File: config.mk
export PLATFORM = sky130hd
export DESIGN_NAME = adc_sample_averager_core
export DESIGN_NICKNAME = d
export VERILOG_FILES = /design/src/rtl/asa_pkg.sv /design/src/rtl/asa_divider.sv /design/src/rtl/asa_datapath.sv /design/src/rtl/asa_controller.sv /design/src/rtl/adc_sample_averager_core.sv
export SDC_FILE = /design/constraint.sdc
export NUM_CORES = 2
export LEC_CHECK = 0
export ABC_CLOCK_PERIOD_IN_PS = 8170
export BUFFER_PORTS_ARGS = -buffer_cell sky130_fd_sc_hd__buf_4
export CAP_MARGIN = 20
export CORE_ASPECT_RATIO = 0.6
export CORE_MARGIN = 5
export CORE_UTILIZATION = 40
export CTS_BUF_LIST = sky130_fd_sc_hd__clkbuf_4 sky130_fd_sc_hd__clkbuf_8
export DETAILED_ROUTE_END_ITERATION = 8
export RECOVER_POWER = 50
export SYNTH_ARGS = -nofsm -noshare
export SYNTH_HDL_FRONTEND = slang
export SYNTH_SLANG_ARGS = --single-unit
File: constraint.sdc
create_clock -name clock -period 8.17 [get_ports clock]
set_input_delay 1.634 -clock clock [delete_from_list [all_inputs] [get_ports clock]]
set_output_delay 1.634 -clock clock [all_outputs]
set_load 0.01 [all_outputs]
File: src/rtl/asa_pkg.sv
// asa_pkg: shared types, widths, command codes and datapath operations
// for the sample averager. No dependencies.
`timescale 1ns / 1ps

package asa_pkg;

   // field and state widths
   localparam int SAMPLE_W   = 10;
   localparam int FRAC_W     = 8;
   localparam int COUNT_W    = 6;
   localparam int SUM_W      = SAMPLE_W + COUNT_W;
   localparam int AVG_W      = 24;
   localparam int MV_W       = 16;
   localparam int VCC_W      = 13;
   localparam int VALUE_W    = 32;
   localparam int PROD_W     = VALUE_W + VCC_W;
   localparam int CMD_W      = 3;

   // shared iterative divider, two quotient bits per cycle
   localparam int DIV_NUM_W  = SUM_W + FRAC_W;
   localparam int DIV_DEN_W  = 16;
   localparam int DIV_STEP_W = $clog2(DIV_NUM_W / 2 + 1);
   localparam int SUP_NUM_W  = 22;

   // ratiometric divide by 2^RAT_FOLD_W - 1, done by folding
   localparam int RAT_FOLD_W = 10;

   // constants
   localparam logic [SUP_NUM_W-1:0]  VCC_NUM    = SUP_NUM_W'(1126400);
   localparam logic [COUNT_W-1:0]    COUNT_WRAP = COUNT_W'(63);
   localparam logic [COUNT_W-1:0]    COUNT_HALF = COUNT_W'(32);
   localparam logic [MV_W-1:0]       VCC_MIN    = MV_W'(4000);
   localparam logic [MV_W-1:0]       VCC_MAX    = MV_W'(6000);
   localparam logic [VCC_W-1:0]      RATIO_MUL  = VCC_W'(5000);
   localparam logic [RAT_FOLD_W-1:0] RATIO_DIV  = RAT_FOLD_W'(1023);
   localparam int                    VCC_SHIFT  = 10;

   // quotient steps (two bits each) per division
   localparam logic [DIV_STEP_W-1:0] AVG_STEPS = DIV_STEP_W'((SUM_W + FRAC_W) / 2);
   localparam logic [DIV_STEP_W-1:0] SUP_STEPS = DIV_STEP_W'(SUP_NUM_W / 2);

   // command codes
   localparam logic [CMD_W-1:0] CMD_SAMPLE      = 3'd0;
   localparam logic [CMD_W-1:0] CMD_READ_AVG    = 3'd1;
   localparam logic [CMD_W-1:0] CMD_READ_LATEST = 3'd2;
   localparam logic [CMD_W-1:0] CMD_VOLT_AVG    = 3'd3;
   localparam logic [CMD_W-1:0] CMD_VOLT_LATEST = 3'd4;
   localparam logic [CMD_W-1:0] CMD_RATIO       = 3'd5;

   typedef struct packed {
      logic [CMD_W-1:0]    command;
      logic [SAMPLE_W-1:0] sample;
      logic [MV_W-1:0]     supply_mv;
   } req_type;

   typedef struct packed {
      logic [VALUE_W-1:0] value;
      logic               status;
      logic               fresh;
   } rsp_type;

   typedef enum logic [3:0] {
      OP_NONE,
      OP_SAMPLE,
      OP_KEPT,
      OP_LATEST,
      OP_AVG_START,
      OP_AVG_TAKE,
      OP_SUP_START,
      OP_SUP_TAKE,
      OP_ZERO,
      OP_VCC_MUL,
      OP_RAT_MUL,
      OP_RAT_FOLD,
      OP_RAT_TAKE,
      OP_RESPOND
   } op_type;

   typedef struct packed {
      logic   capture;   // latch supply voltage, clear flags
      op_type op;
   } ctl_cmd_type;

   typedef struct packed {
      logic count_zero;
      logic n_zero;
      logic supply;
      logic div_done;
      logic fold_done;
      logic out_free;
   } ctl_sts_type;

endpackage

File: src/rtl/asa_divider.sv
// asa_divider: restoring divider, two quotient bits per cycle.
// Numerator comes in aligned at the top; runs for the given step count. Uses asa_pkg.
`timescale 1ns / 1ps

module asa_divider (
   input  logic                             clock,
   input  logic                             reset,
   input  logic                             start,
   input  logic [asa_pkg::DIV_NUM_W-1:0]    num,
   input  logic [asa_pkg::DIV_DEN_W-1:0]    den,
   input  logic [asa_pkg::DIV_STEP_W-1:0]   steps,
   output logic                             busy,
   output logic                             done,
   output logic [asa_pkg::DIV_NUM_W-1:0]    quot
);
   import asa_pkg::*;

   logic                  busy_ff, busy_in;
   logic                  done_ff, done_in;
   logic [DIV_STEP_W-1:0] cnt_ff, cnt_in;
   logic [DIV_NUM_W-1:0]  q_ff, q_in;
   logic [DIV_DEN_W-1:0]  r_ff, r_in;
   logic [DIV_DEN_W-1:0]  d_ff, d_in;

   logic [DIV_DEN_W:0]    t1, t2;
   logic                  ge1, ge2;
   logic [DIV_DEN_W-1:0]  r1, r2;
   logic [DIV_NUM_W-1:0]  q1, q2;

   always_comb begin
      t1  = {r_ff, q_ff[DIV_NUM_W-1]};
      ge1 = (t1 >= {1'b0, d_ff});
      r1  = ge1 ? DIV_DEN_W'(t1 - {1'b0, d_ff}) : t1[DIV_DEN_W-1:0];
      q1  = {q_ff[DIV_NUM_W-2:0], ge1};
      t2  = {r1, q1[DIV_NUM_W-1]};
      ge2 = (t2 >= {1'b0, d_ff});
      r2  = ge2 ? DIV_DEN_W'(t2 - {1'b0, d_ff}) : t2[DIV_DEN_W-1:0];
      q2  = {q1[DIV_NUM_W-2:0], ge2};
   end

   always_comb begin
      busy_in = busy_ff;
      done_in = 1'b0;
      cnt_in  = cnt_ff;
      q_in    = q_ff;
      r_in    = r_ff;
      d_in    = d_ff;
      if (start) begin
         busy_in = 1'b1;
         cnt_in  = steps;
         q_in    = num;
         r_in    = '0;
         d_in    = den;
      end else if (busy_ff) begin
         q_in   = q2;
         r_in   = r2;
         cnt_in = cnt_ff - DIV_STEP_W'(1);
         if (cnt_ff == DIV_STEP_W'(1)) begin
            busy_in = 1'b0;
            done_in = 1'b1;
         end
      end
   end

   always_ff @(posedge clock) begin
      if (reset) begin
         busy_ff <= 1'b0;
         done_ff <= 1'b0;
         cnt_ff  <= '0;
      end else begin
         busy_ff <= busy_in;
         done_ff <= done_in;
         cnt_ff  <= cnt_in;
      end
      q_ff <= q_in;
      r_ff <= r_in;
      d_ff <= d_in;
   end

   assign busy = busy_ff;
   assign done = done_ff;
   assign quot = q_ff;

   a_start_busy: assert property (@(posedge clock) disable iff (reset)
      start |=> busy_ff)
      else $error("divider did not go busy after start");

   a_done_idle: assert property (@(posedge clock) disable iff (reset)
      done_ff |-> !busy_ff)
      else $error("divider done while still busy");

   a_last_step: assert property (@(posedge clock) disable iff (reset)
      (busy_ff && !start && cnt_ff == DIV_STEP_W'(1)) |=> done_ff)
      else $error("divider missed done after last step");

endmodule

File: src/rtl/asa_datapath.sv
// asa_datapath: averager state, working value, multiplier, output register.
// Driven by op codes from asa_controller; uses asa_pkg and asa_divider.
`timescale 1ns / 1ps

module asa_datapath (
   input  logic                 clock,
   input  logic                 reset,
   input  asa_pkg::req_type     req_payload,
   input  logic                 csr_valid,
   input  logic                 csr_data,
   input  asa_pkg::ctl_cmd_type cmd,
   output asa_pkg::ctl_sts_type sts,
   output logic                 rsp_valid,
   input  logic                 rsp_stall,
   output asa_pkg::rsp_type     rsp_payload
);
   import asa_pkg::*;

   logic                supply_ff, supply_in;
   logic [SUM_W-1:0]    sum_ff, sum_in;
   logic [COUNT_W-1:0]  count_ff, count_in;
   logic [AVG_W-1:0]    kept_ff, kept_in;
   logic [SAMPLE_W-1:0] latest_ff, latest_in;
   logic [VCC_W-1:0]    vcc_ff, vcc_in;
   logic [PROD_W-1:0]   val_ff, val_in;
   logic [PROD_W-1:0]   rat_q_ff, rat_q_in;
   logic                zero_ff, zero_in;
   logic                fresh_ff, fresh_in;
   logic                rsp_valid_ff, rsp_valid_in;
   rsp_type             rsp_ff, rsp_in;

   logic [SUM_W-1:0]             sum_add;
   logic [MV_W-1:0]              mv_clamped;
   logic [VCC_W-1:0]             mul_b;
   logic [PROD_W-1:0]            prod;
   logic [DIV_DEN_W-1:0]         n_val;
   logic [PROD_W-RAT_FOLD_W-1:0] fold_hi;
   logic [RAT_FOLD_W-1:0]        fold_lo;
   logic                         div_start;
   logic [DIV_NUM_W-1:0]         div_num;
   logic [DIV_DEN_W-1:0]         div_den;
   logic [DIV_STEP_W-1:0]        div_steps;
   logic                         div_busy, div_done;
   logic [DIV_NUM_W-1:0]         div_quot;

   assign sum_add = sum_ff + SUM_W'(req_payload.sample);
   assign n_val   = val_ff[FRAC_W +: DIV_DEN_W];
   assign mul_b   = (cmd.op == OP_RAT_MUL) ? RATIO_MUL : vcc_ff;
   assign prod    = PROD_W'(val_ff[VALUE_W-1:0]) * PROD_W'(mul_b);

   // x = 1023*q + r; folding r = a*1024 + b gives q += a, r = a + b
   assign fold_hi = val_ff[PROD_W-1:RAT_FOLD_W];
   assign fold_lo = val_ff[RAT_FOLD_W-1:0];

   always_comb begin
      if (req_payload.supply_mv < VCC_MIN) begin
         mv_clamped = VCC_MIN;
      end else if (req_payload.supply_mv > VCC_MAX) begin
         mv_clamped = VCC_MAX;
      end else begin
         mv_clamped = req_payload.supply_mv;
      end
   end

   // divider operand select
   always_comb begin
      div_start = 1'b0;
      div_num   = '0;
      div_den   = '0;
      div_steps = '0;
      case (cmd.op)
         OP_AVG_START: begin
            div_start = 1'b1;
            div_num   = {sum_ff, {(DIV_NUM_W-SUM_W){1'b0}}};
            div_den   = DIV_DEN_W'(count_ff);
            div_steps = AVG_STEPS;
         end
         OP_SUP_START: begin
            div_start = 1'b1;
            div_num   = {VCC_NUM, {(DIV_NUM_W-SUP_NUM_W){1'b0}}};
            div_den   = n_val;
            div_steps = SUP_STEPS;
         end
         default: begin
         end
      endcase
   end

   asa_divider u_divider (
      .clock (clock),
      .reset (reset),
      .start (div_start),
      .num   (div_num),
      .den   (div_den),
      .steps (div_steps),
      .busy  (div_busy),
      .done  (div_done),
      .quot  (div_quot)
   );

   always_comb begin
      supply_in    = csr_valid ? csr_data : supply_ff;
      sum_in       = sum_ff;
      count_in     = count_ff;
      kept_in      = kept_ff;
      latest_in    = latest_ff;
      vcc_in       = vcc_ff;
      val_in       = val_ff;
      rat_q_in     = rat_q_ff;
      zero_in      = zero_ff;
      fresh_in     = fresh_ff;
      rsp_in       = rsp_ff;
      rsp_valid_in = rsp_valid_ff && rsp_stall;

      if (cmd.capture) begin
         vcc_in   = VCC_W'(mv_clamped);
         zero_in  = 1'b0;
         fresh_in = 1'b0;
      end

      case (cmd.op)
         OP_SAMPLE: begin
            latest_in = req_payload.sample;
            if (count_ff >= COUNT_WRAP) begin
               sum_in   = sum_add >> 1;
               count_in = COUNT_HALF;
            end else begin
               sum_in   = sum_add;
               count_in = count_ff + COUNT_W'(1);
            end
         end
         OP_KEPT: begin
            val_in = PROD_W'(kept_ff);
         end
         OP_LATEST: begin
            val_in = PROD_W'({latest_ff, {FRAC_W{1'b0}}});
         end
         OP_AVG_TAKE: begin
            kept_in  = div_quot[AVG_W-1:0];
            val_in   = PROD_W'(div_quot[AVG_W-1:0]);
            sum_in   = '0;
            count_in = '0;
            fresh_in = 1'b1;
         end
         OP_SUP_TAKE: begin
            val_in = PROD_W'({div_quot[SUP_NUM_W-1:0], {FRAC_W{1'b0}}});
         end
         OP_ZERO: begin
            val_in  = PROD_W'({VALUE_W{1'b1}});
            zero_in = 1'b1;
         end
         OP_VCC_MUL: begin
            val_in = prod >> VCC_SHIFT;
         end
         OP_RAT_MUL: begin
            val_in   = prod;
            rat_q_in = '0;
         end
         OP_RAT_FOLD: begin
            val_in   = PROD_W'(fold_hi) + PROD_W'(fold_lo);
            rat_q_in = rat_q_ff + PROD_W'(fold_hi);
         end
         OP_RAT_TAKE: begin
            // residue below 1024; exactly 1023 is one more whole quotient
            val_in = rat_q_ff + PROD_W'(fold_lo == RATIO_DIV);
         end
         OP_RESPOND: begin
            rsp_valid_in = 1'b1;
            rsp_in.value = (|val_ff[PROD_W-1:VALUE_W]) ? {VALUE_W{1'b1}}
                                                       : val_ff[VALUE_W-1:0];
            rsp_in.status = zero_ff;
            rsp_in.fresh  = fresh_ff;
         end
         default: begin
         end
      endcase
   end

   always_ff @(posedge clock) begin
      if (reset) begin
         supply_ff    <= 1'b0;
         sum_ff       <= '0;
         count_ff     <= '0;
         kept_ff      <= '0;
         latest_ff    <= '0;
         rsp_valid_ff <= 1'b0;
      end else begin
         supply_ff    <= supply_in;
         sum_ff       <= sum_in;
         count_ff     <= count_in;
         kept_ff      <= kept_in;
         latest_ff    <= latest_in;
         rsp_valid_ff <= rsp_valid_in;
      end
      vcc_ff   <= vcc_in;
      val_ff   <= val_in;
      rat_q_ff <= rat_q_in;
      zero_ff  <= zero_in;
      fresh_ff <= fresh_in;
      rsp_ff   <= rsp_in;
   end

   always_comb begin
      sts.count_zero = (count_ff == '0);
      sts.n_zero     = (n_val == '0);
      sts.supply     = supply_ff;
      sts.div_done   = div_done;
      sts.fold_done  = (fold_hi == '0);
      sts.out_free   = !rsp_valid_ff || !rsp_stall;
   end

   assign rsp_valid   = rsp_valid_ff;
   assign rsp_payload = rsp_ff;

   a_avg_clears: assert property (@(posedge clock) disable iff (reset)
      (cmd.op == OP_AVG_TAKE) |=> (count_ff == '0 && sum_ff == '0))
      else $error("average read did not clear sum and count");

   a_respond_free: assert property (@(posedge clock) disable iff (reset)
      (cmd.op == OP_RESPOND) |-> (!rsp_valid_ff || !rsp_stall))
      else $error("result written over a pending transfer");

   a_sup_divisor: assert property (@(posedge clock) disable iff (reset)
      (cmd.op == OP_SUP_START) |-> (n_val != '0))
      else $error("supply division started with zero divisor");

   a_div_free: assert property (@(posedge clock) disable iff (reset)
      div_start |-> !div_busy)
      else $error("divider restarted while busy");

endmodule

File: src/rtl/asa_controller.sv
// asa_controller: one-hot sequencer that walks a read command through
// average, supply conversion and scaling. Uses asa_pkg.
`timescale 1ns / 1ps

module asa_controller (
   input  logic                         clock,
   input  logic                         reset,
   input  logic                         req_valid,
   input  logic [asa_pkg::CMD_W-1:0]    req_command,
   output logic                         req_stall,
   output asa_pkg::ctl_cmd_type         cmd,
   input  asa_pkg::ctl_sts_type         sts
);
   import asa_pkg::*;

   typedef enum logic [6:0] {
      S_IDLE     = 7'b000_0001,
      S_AVG_DIV  = 7'b000_0010,
      S_POST     = 7'b000_0100,
      S_SUP_DIV  = 7'b000_1000,
      S_SCALE    = 7'b001_0000,
      S_RAT_FOLD = 7'b010_0000,
      S_RESP     = 7'b100_0000
   } state_type;

   state_type        state_ff, state_in;
   logic [CMD_W-1:0] cmd_ff, cmd_in;

   assign req_stall = (state_ff != S_IDLE);

   always_comb begin
      state_in    = state_ff;
      cmd_in      = cmd_ff;
      cmd.capture = 1'b0;
      cmd.op      = OP_NONE;
      case (state_ff)
         S_IDLE: begin
            if (req_valid) begin
               cmd_in = req_command;
               case (req_command)
                  CMD_SAMPLE: begin
                     cmd.op = OP_SAMPLE;
                  end
                  CMD_READ_AVG, CMD_VOLT_AVG, CMD_RATIO: begin
                     cmd.capture = 1'b1;
                     if (sts.count_zero) begin
                        cmd.op   = OP_KEPT;
                        state_in = S_POST;
                     end else begin
                        cmd.op   = OP_AVG_START;
                        state_in = S_AVG_DIV;
                     end
                  end
                  CMD_READ_LATEST, CMD_VOLT_LATEST: begin
                     cmd.capture = 1'b1;
                     cmd.op      = OP_LATEST;
                     state_in    = S_POST;
                  end
                  default: begin
                  end
               endcase
            end
         end
         S_AVG_DIV: begin
            if (sts.div_done) begin
               cmd.op   = OP_AVG_TAKE;
               state_in = S_POST;
            end
         end
         S_POST: begin
            if (!sts.supply) begin
               state_in = S_SCALE;
            end else if (sts.n_zero) begin
               cmd.op   = OP_ZERO;
               state_in = S_RESP;
            end else begin
               cmd.op   = OP_SUP_START;
               state_in = S_SUP_DIV;
            end
         end
         S_SUP_DIV: begin
            if (sts.div_done) begin
               cmd.op   = OP_SUP_TAKE;
               state_in = S_SCALE;
            end
         end
         S_SCALE: begin
            state_in = S_RESP;
            case (cmd_ff)
               CMD_VOLT_AVG: begin
                  cmd.op = OP_VCC_MUL;
               end
               CMD_VOLT_LATEST: begin
                  // supply channel latest is already in mV
                  if (!sts.supply) begin
                     cmd.op = OP_VCC_MUL;
                  end
               end
               CMD_RATIO: begin
                  cmd.op   = OP_RAT_MUL;
                  state_in = S_RAT_FOLD;
               end
               default: begin
               end
            endcase
         end
         S_RAT_FOLD: begin
            if (sts.fold_done) begin
               cmd.op   = OP_RAT_TAKE;
               state_in = S_RESP;
            end else begin
               cmd.op = OP_RAT_FOLD;
            end
         end
         S_RESP: begin
            if (sts.out_free) begin
               cmd.op   = OP_RESPOND;
               state_in = S_IDLE;
            end
         end
         default: begin
            state_in = S_IDLE;
         end
      endcase
   end

   always_ff @(posedge clock) begin
      if (reset) begin
         state_ff <= S_IDLE;
      end else begin
         state_ff <= state_in;
      end
      cmd_ff <= cmd_in;
   end

endmodule

File: src/rtl/adc_sample_averager_core.sv
// adc_sample_averager_core: top level of the converter sample averager.
// Depends on asa_pkg, asa_controller, asa_datapath (which holds asa_divider).
`timescale 1ns / 1ps

// Usage
//   req_*  : command transfers (sample, read average/latest, voltage reads,
//            ratiometric read). A transfer happens when req_valid is high and
//            req_stall is low. Sample commands give no result.
//   rsp_*  : one result transfer per read command, taken when rsp_valid is
//            high and rsp_stall is low; the payload holds while stalled.
//   csr_*  : channel_is_supply write, always ready; write only when idle.
// Timing
//   A sample is taken in the idle state and the next command can follow at
//   once. A plain latest read passes the post, scale and response states;
//   an average read first runs the shared divider, two quotient bits per
//   cycle. Supply conversion adds a second division (skipped for a zero
//   divisor), and the ratiometric scale adds a multiply and fold-by-1024
//   steps until the residue is below 1024. The block works on one command
//   at a time and takes the next the cycle after a result is written. A
//   finished result sits in the output register, so the next command is
//   taken while it waits; a stalled receiver only holds the block when a
//   second result is ready to be written.
// Reset (synchronous, active high) clears sum, count, kept average, latest
//   sample, the configuration bit and the output valid.
module adc_sample_averager_core (
   input  logic             clock,
   input  logic             reset,
   // command channel
   input  logic             req_valid,
   output logic             req_stall,
   input  asa_pkg::req_type req_payload,
   // result channel
   output logic             rsp_valid,
   input  logic             rsp_stall,
   output asa_pkg::rsp_type rsp_payload,
   // configuration write
   input  logic             csr_valid,
   output logic             csr_ready,
   input  logic             csr_data
);
   import asa_pkg::*;

   ctl_cmd_type ctl_cmd;
   ctl_sts_type ctl_sts;

   // register write never waits
   assign csr_ready = 1'b1;

   // sequencer: decodes the command and steps the datapath
   asa_controller u_controller (
      .clock       (clock),
      .reset       (reset),
      .req_valid   (req_valid),
      .req_command (req_payload.command),
      .req_stall   (req_stall),
      .cmd         (ctl_cmd),
      .sts         (ctl_sts)
   );

   // state, multiplier, divider and output register
   asa_datapath u_datapath (
      .clock       (clock),
      .reset       (reset),
      .req_payload (req_payload),
      .csr_valid   (csr_valid),
      .csr_data    (csr_data),
      .cmd         (ctl_cmd),
      .sts         (ctl_sts),
      .rsp_valid   (rsp_valid),
      .rsp_stall   (rsp_stall),
      .rsp_payload (rsp_payload)
   );

endmodule
# Yosys cells after proc, flatten, opt, wreduce, memory -nomap -nowiden
# Index checks and enable logic that the tools add are counted.
# Widths: inputs -> output; s select.
[totals]
in_bits = 35
wordCells = 144
output_inout_bits = 37
ff_bits = 269
[op_classes]
bitwise = 1
add_sub_neg = 8
mul = 1
magnitude_cmp = 5
muxes = 48
reduce_logical = 21
eq_ne = 37
[ops]
columns = ["operator", "count"]
rows = [
  ["$pmux 45 s9", 1],
  ["$pmux 45 s2", 1],
  ["$pmux 16 s2", 2],
  ["$mux 7", 8],
  ["$pmux 7 s7", 1],
  ["$mux 16", 3],
  ["$mux 24", 2],
  ["$pmux 24 s2", 1],
  ["$add 45x1->45", 1],
  ["$add 45x35->45", 1],
  ["$mul 32x13->45", 1],
  ["$add 35x10->36", 1],
  ["$logic_not 35->1", 1],
  ["$ge 17x16->1", 2],
  ["$sub 16x16->16", 2],
  ["$pmux 4 s7", 1],
  ["$mux 13", 2],
  ["$eq 4x4->1 const B", 6],
  ["$mux 4", 6],
  ["$pmux 4 s3", 2],
  ["$add 16x10->16", 1],
  ["$eq 4x3->1 const B", 4],
  ["$gt 16x13->1 const B", 1],
  ["$logic_not 16->1", 1],
  ["42 further kinds", 69],
]

# Logic depth before layout (Yosys ltp)
[depth]
depth_word = 9
mapped_depth = 30
mapped_depth_nobuf = 25

# Cells and area by module
# A second synthesis with hierarchy kept.
[unflattened]
hier_cells = 3614
area_unflattened_um2 = 31921.9
[by_module_without_submodules]
columns = ["module", "seq_area_each_um2", "cells_each", "n_inst", "area_each_um2"]
rows = [
  ["asa_datapath", 5315.1, 3078, 1, 26755.7],
  ["asa_divider", 1641.6, 434, 1, 4347.9],
  ["asa_controller", 230.2, 100, 1, 807.0],
  ["adc_sample_averager_core", 0.0, 2, 1, 11.3],
]

# Least setup slack after synthesis
# OpenSTA, ideal clock, no wires.
[synth_path]
kind = "flip-flop to flip-flop"
from = "register u_controller.state_ff[1]"
to = "register u_datapath.val_ff[24] (data pin)"
synth_period_minus_slack_ps = 7529
n_path_buf = 4
arrival_time_ps = 7268
setup_time_ps = 261
stages_incl_launch_ff = 28
slack_ps = 641
path_cell_list = "dfxtp_1 -> buf_2 -> or4b_2 -> or3_1 -> clkbuf_1 -> clkbuf_1 -> clkbuf_1 -> and3_1 -> fa_1 -> inv_1 -> fa_1 -> inv_1 -> fa_1 -> fa_1 -> inv_1 -> fa_1 -> inv_1 -> ha_1 -> or3_1 -> o221a_2 -> o31a_1 -> nand3_1 -> o211ai_1 -> a21oi_1 -> nor2_1 -> or2_2 -> xnor2_1 -> a221o_1"
[synth_via]
elab_chain_len = 6
word_cells_on_any_way = 20
[synth_lines]
columns = ["element", "line_no", "rtl"]
rows = [
  ["from (decl)", "asa_controller.sv:26", "state_type state_ff, state_in;"],
  ["from (signal assigned)", "asa_controller.sv:131", "state_ff <= state_in;"],
  ["$eq 7x7->1 (tied with other cells)", "asa_controller.sv:36", "case (state_ff)"],
  ["$pmux 4 s7 (*)", "asa_controller.sv:36", ""],
  ["$eq 4x4->1", "asa_datapath.sv:48, asa_datapath.sv:121", ""],
  ["$mux 13", "asa_datapath.sv:48", "assign mul_b = (cmd.op == OP_RAT_MUL) ? RATIO_MUL : vcc_ff;"],
  ["$mul 32x13->45", "asa_datapath.sv:49", "assign prod = PROD_W'(val_ff[VALUE_W-1:0]) * PROD_W'(mul_b);"],
  ["$pmux 45 s9 (*)", "asa_datapath.sv:121", "case (cmd.op)"],
  ["net u_datapath.val_in[24]", "asa_datapath.sv:25", "logic [PROD_W-1:0] val_ff, val_in;"],
  ["to (signal assigned)", "asa_datapath.sv:196", "val_ff <= val_in;"],
  ["to (decl)", "asa_datapath.sv:25", ""],
]
# The timed path passes the listed nets; every way through them passes the cells marked *.
# A chain may end at the register's enable or synchronous reset.

# Worst setup path after layout
[layout_path]
from = "register u_controller.state_ff[2]"
to = "register u_datapath.val_ff[32] (data pin)"
# The elaborated chain is that of the path after synthesis.

==> reports/metrics.yaml <==
avgSynthCellArea_um2: 8.71
route.met2.wl_um: 39600
slew_viol_final: 267
ys_seq_area_share_pct: 23.1
synth_edf_count: 180
wl_um: 100000
async_flop_share_pct: 0
vias_per_cell: 5.63
dp_slack_ns: 0.249
holdPathStages: 0
cp.required_ns: 8.58
startpoint_type: "flip-flop"
drive_above_1_share_pct: 7.49
ys_types: 90
cts_tree: "built"
ys.flop_type: "edfxtp_1"
first_global_vias: 24700
overflow: 0
wire_per_inst_um: 21.5
rsz0062_at_grt: "no"
drtAntennaViolNets: 0
synth_top_area_share_pct: 21.6
clk_pin_slew_ns: 0.07
vias: 26200
met3WireLength_um: 11000
synth.area.top_cells: "fa_1, edfxtp_1, ha_1"
drt-initial-drc-count: 2896
fin_crit_ns: 7.84
final_core_util_pct: 43.6
synth_top_area_cell: "fa_1"
rr_startpoint: "u_controller.state_ff[2]"
routabilityCongestion: 0.920
die_area_mm2: 0.0836
stdcell_count: 4657
relSlewSlack_pct: -159
die_h_um: 226
ys_seq_elements: 269
ys_top_cells_by_count: "nand2_1, inv_1, fa_1"
r2r-end: "u_datapath.val_ff[32]"
worst_hold_startpoint: "u_datapath.zero_ff"
clockBufferDepth: 3
cts_max_level: 2
die_x_um: 370
crit_type: "flip-flop to flip-flop"
hold_end: "u_datapath.rsp_payload[1]"
core_area_mm2: 0.0773
hold_violations: 0
cts-buffers-inserted: 45
setup_slack_ns: 0.326
cp.arrival_ns: 8.25
drt-met1-wl_um: 47700
fillers: 7763
hpwl_um: 75000
cts_root_buf: "clkbuf_8"
fin_nets: 4119
clock_sinks: 269
worst_slew_pin_slew_ns: 3.89
io_pins: 72
totalNegativeSetupSlack_ns: 0
grt_pass1_wl_um: 152000
max_cap_violations: 7
synth_warnings: 0
yosysMostFrequentCell: "nand2_1"
clkLatencyLatePin_ns: 0.67
timing.fmax_ghz: 0.127
syn_inst: 3568
start_util_pct: 40.2
drc: 0
synth_area_mm2: 0.0311
hp-class: "flip-flop to flip-flop"
io_buffers: 70
skew_ns: 0.0453
highest_layer: "met4"
cp_max_fo: 21
grt_usage_pct: 23.5
post-route-period-util_pct: 96.0
area_growth_pct: 8.50
status: "complete, but fails checks"
endpoint_kind: "flip-flop"
grt_max_degree: 74
violations: "max-capacitance violations, max-slew violations"
reg2reg_depth: 25
drtPass1Iterations: 9
rows: 79
syn-num-nets: 4121
hold_buffers: 0
setup_viol: 0
placed_cells: 4568
antenna_found_initial: 1
rrSetupSlack_ns: 0.33
-- per-layer routing --
layer	vias up	track usage, %
met1	12800	37.1
met5	-	0
li1	12000	-
met2	1245	32.0
met3	124	6.01
met4	0	4.69
-- kinds of logic (layout without fill, tap and decap cells) --
kind of cell | after synthesis | after routing | synth area share (%)
adders and majority gates | 518 | 518 | 28.9
and+or+nand+nor | 1233 | 1235 | 19.5
muxes | 31 | 31 | 1.02
DFF | 269 | 269 | 23.1
xor gates and xnor gates | 180 | 180 | 5.07
other | 1 | 2 | 0.0121
AOI/OAI and AO/OA | 677 | 677 | 14.2
buffers and inverters | 659 | 692 | 8.13
-- worst max path at each step --
stage	startpoint	endpoint	slack [ns]	cells after the start
after floorplan	u_controller.state_ff[1]	u_datapath.val_ff[24]	0.64	27
after detailed placement	u_controller.state_ff[2]	u_datapath.val_ff[28]	0.25	25
after global placement	u_controller.state_ff[2]	u_datapath.val_ff[21]	0.30	24
after CTS	u_controller.state_ff[2]	u_datapath.val_ff[26]	0.26	24
after global routing	u_controller.state_ff[2]	u_datapath.val_ff[32]	0.12	25
final	u_controller.state_ff[2]	u_datapath.val_ff[32]	0.33	25
-- worst max-delay path: stages (launching register included) --
cell,delay [ns]
dfxtp_1,0.40
or4b_4,0.63
or3_4,0.52
and2_2,0.32
buf_4,0.25
nand2_1,0.13
fa_1,0.42
fa_1,0.52
inv_1,0.05
fa_1,0.50
fa_1,0.56
inv_1,0.05
fa_1,0.53
inv_1,0.04
ha_1,0.39
nand3_1,0.18
nor2_1,0.07
a221o_1,0.36
nand3_1,0.11
o211ai_1,0.10
buf_4,0.18
o21a_1,0.18
a21oi_1,0.21
mux2i_1,0.33
o221ai_1,0.17
a211o_1,0.39
-- what timing repair did --
action                                  in CTS  in global routing
endpoints found under the hold margin        0                  0
setup buffers                                0                  2
endpoints found under the setup margin       0                 18
resized for setup                            0                 10
-- state kept, by name, indices dropped and copies added, names as in the netlist --
| signal | cells |
|---|---|
| u_datapath.rat_q_ff | 45 |
| u_datapath.val_ff | 45 |
| u_datapath.rsp_payload | 34 |
| u_datapath.kept_ff | 24 |
| u_datapath.u_divider.quot | 24 |
| u_datapath.sum_ff | 16 |
| u_datapath.u_divider.d_ff | 16 |
| u_datapath.u_divider.r_ff | 16 |
| u_datapath.vcc_ff | 13 |
| u_datapath.latest_ff | 10 |
| u_controller.state_ff | 7 |
| u_datapath.count_ff | 6 |
| u_datapath.u_divider.cnt_ff | 4 |
| u_controller.cmd_ff | 3 |
| u_datapath.fresh_ff | 1 |
| u_datapath.rsp_valid | 1 |
| u_datapath.supply_ff | 1 |
| u_datapath.u_divider.busy | 1 |
| u_datapath.u_divider.done | 1 |
| u_datapath.zero_ff | 1 |
-- per-stage QoR --
| stage | area [um^2] | hold slack, ns |
|---|---|---|
| after floorplan | 31100 | 0.408 |
| after global placement | 32900 | 0.417 |
| after detailed placement | 32900 | 0.420 |
| after CTS | 33900 | 0.431 |
| after global routing | 33700 | 0.448 |
| final | 33700 | 0.434 |
-- cell usage in the layout, fill, tap and decap left out, drive strengths merged, types with 89 or more instances in the layout --
cell | netlist | final
nand2 | 466 | 466
nor2 | 206 | 206
fa | 335 | 335
o21ai | 133 | 133
clkbuf | 177 | 113
dfxtp | 89 | 89
a21oi | 221 | 221
and3 | 141 | 141
xnor2 | 96 | 96
and2 | 101 | 101
buf | 30 | 107
edfxtp | 180 | 180
ha | 183 | 183
inv | 452 | 453
-- cell type report --
| class | instances | area [um^2] | share of cell area, % |
|---|---|---|---|
| multi-input cells | 2642 | 21400 | 63.6 |
| clock buffers | 64 | 774 | 2.30 |
| repair buffers | 156 | 1050 | 3.11 |
| well taps | 1053 | 1320 | 3.91 |
| clock inverters | 20 | 263 | 0.779 |
| inverters | 452 | 1700 | 5.03 |
| flip-flops and latches | 269 | 7190 | 21.3 |
| diodes | 1 | 2.50 | 0.00742 |
Power is left out: the tool's default activity adds up to more than one toggle a clock period on the data nets, which glitch-free logic cannot reach.
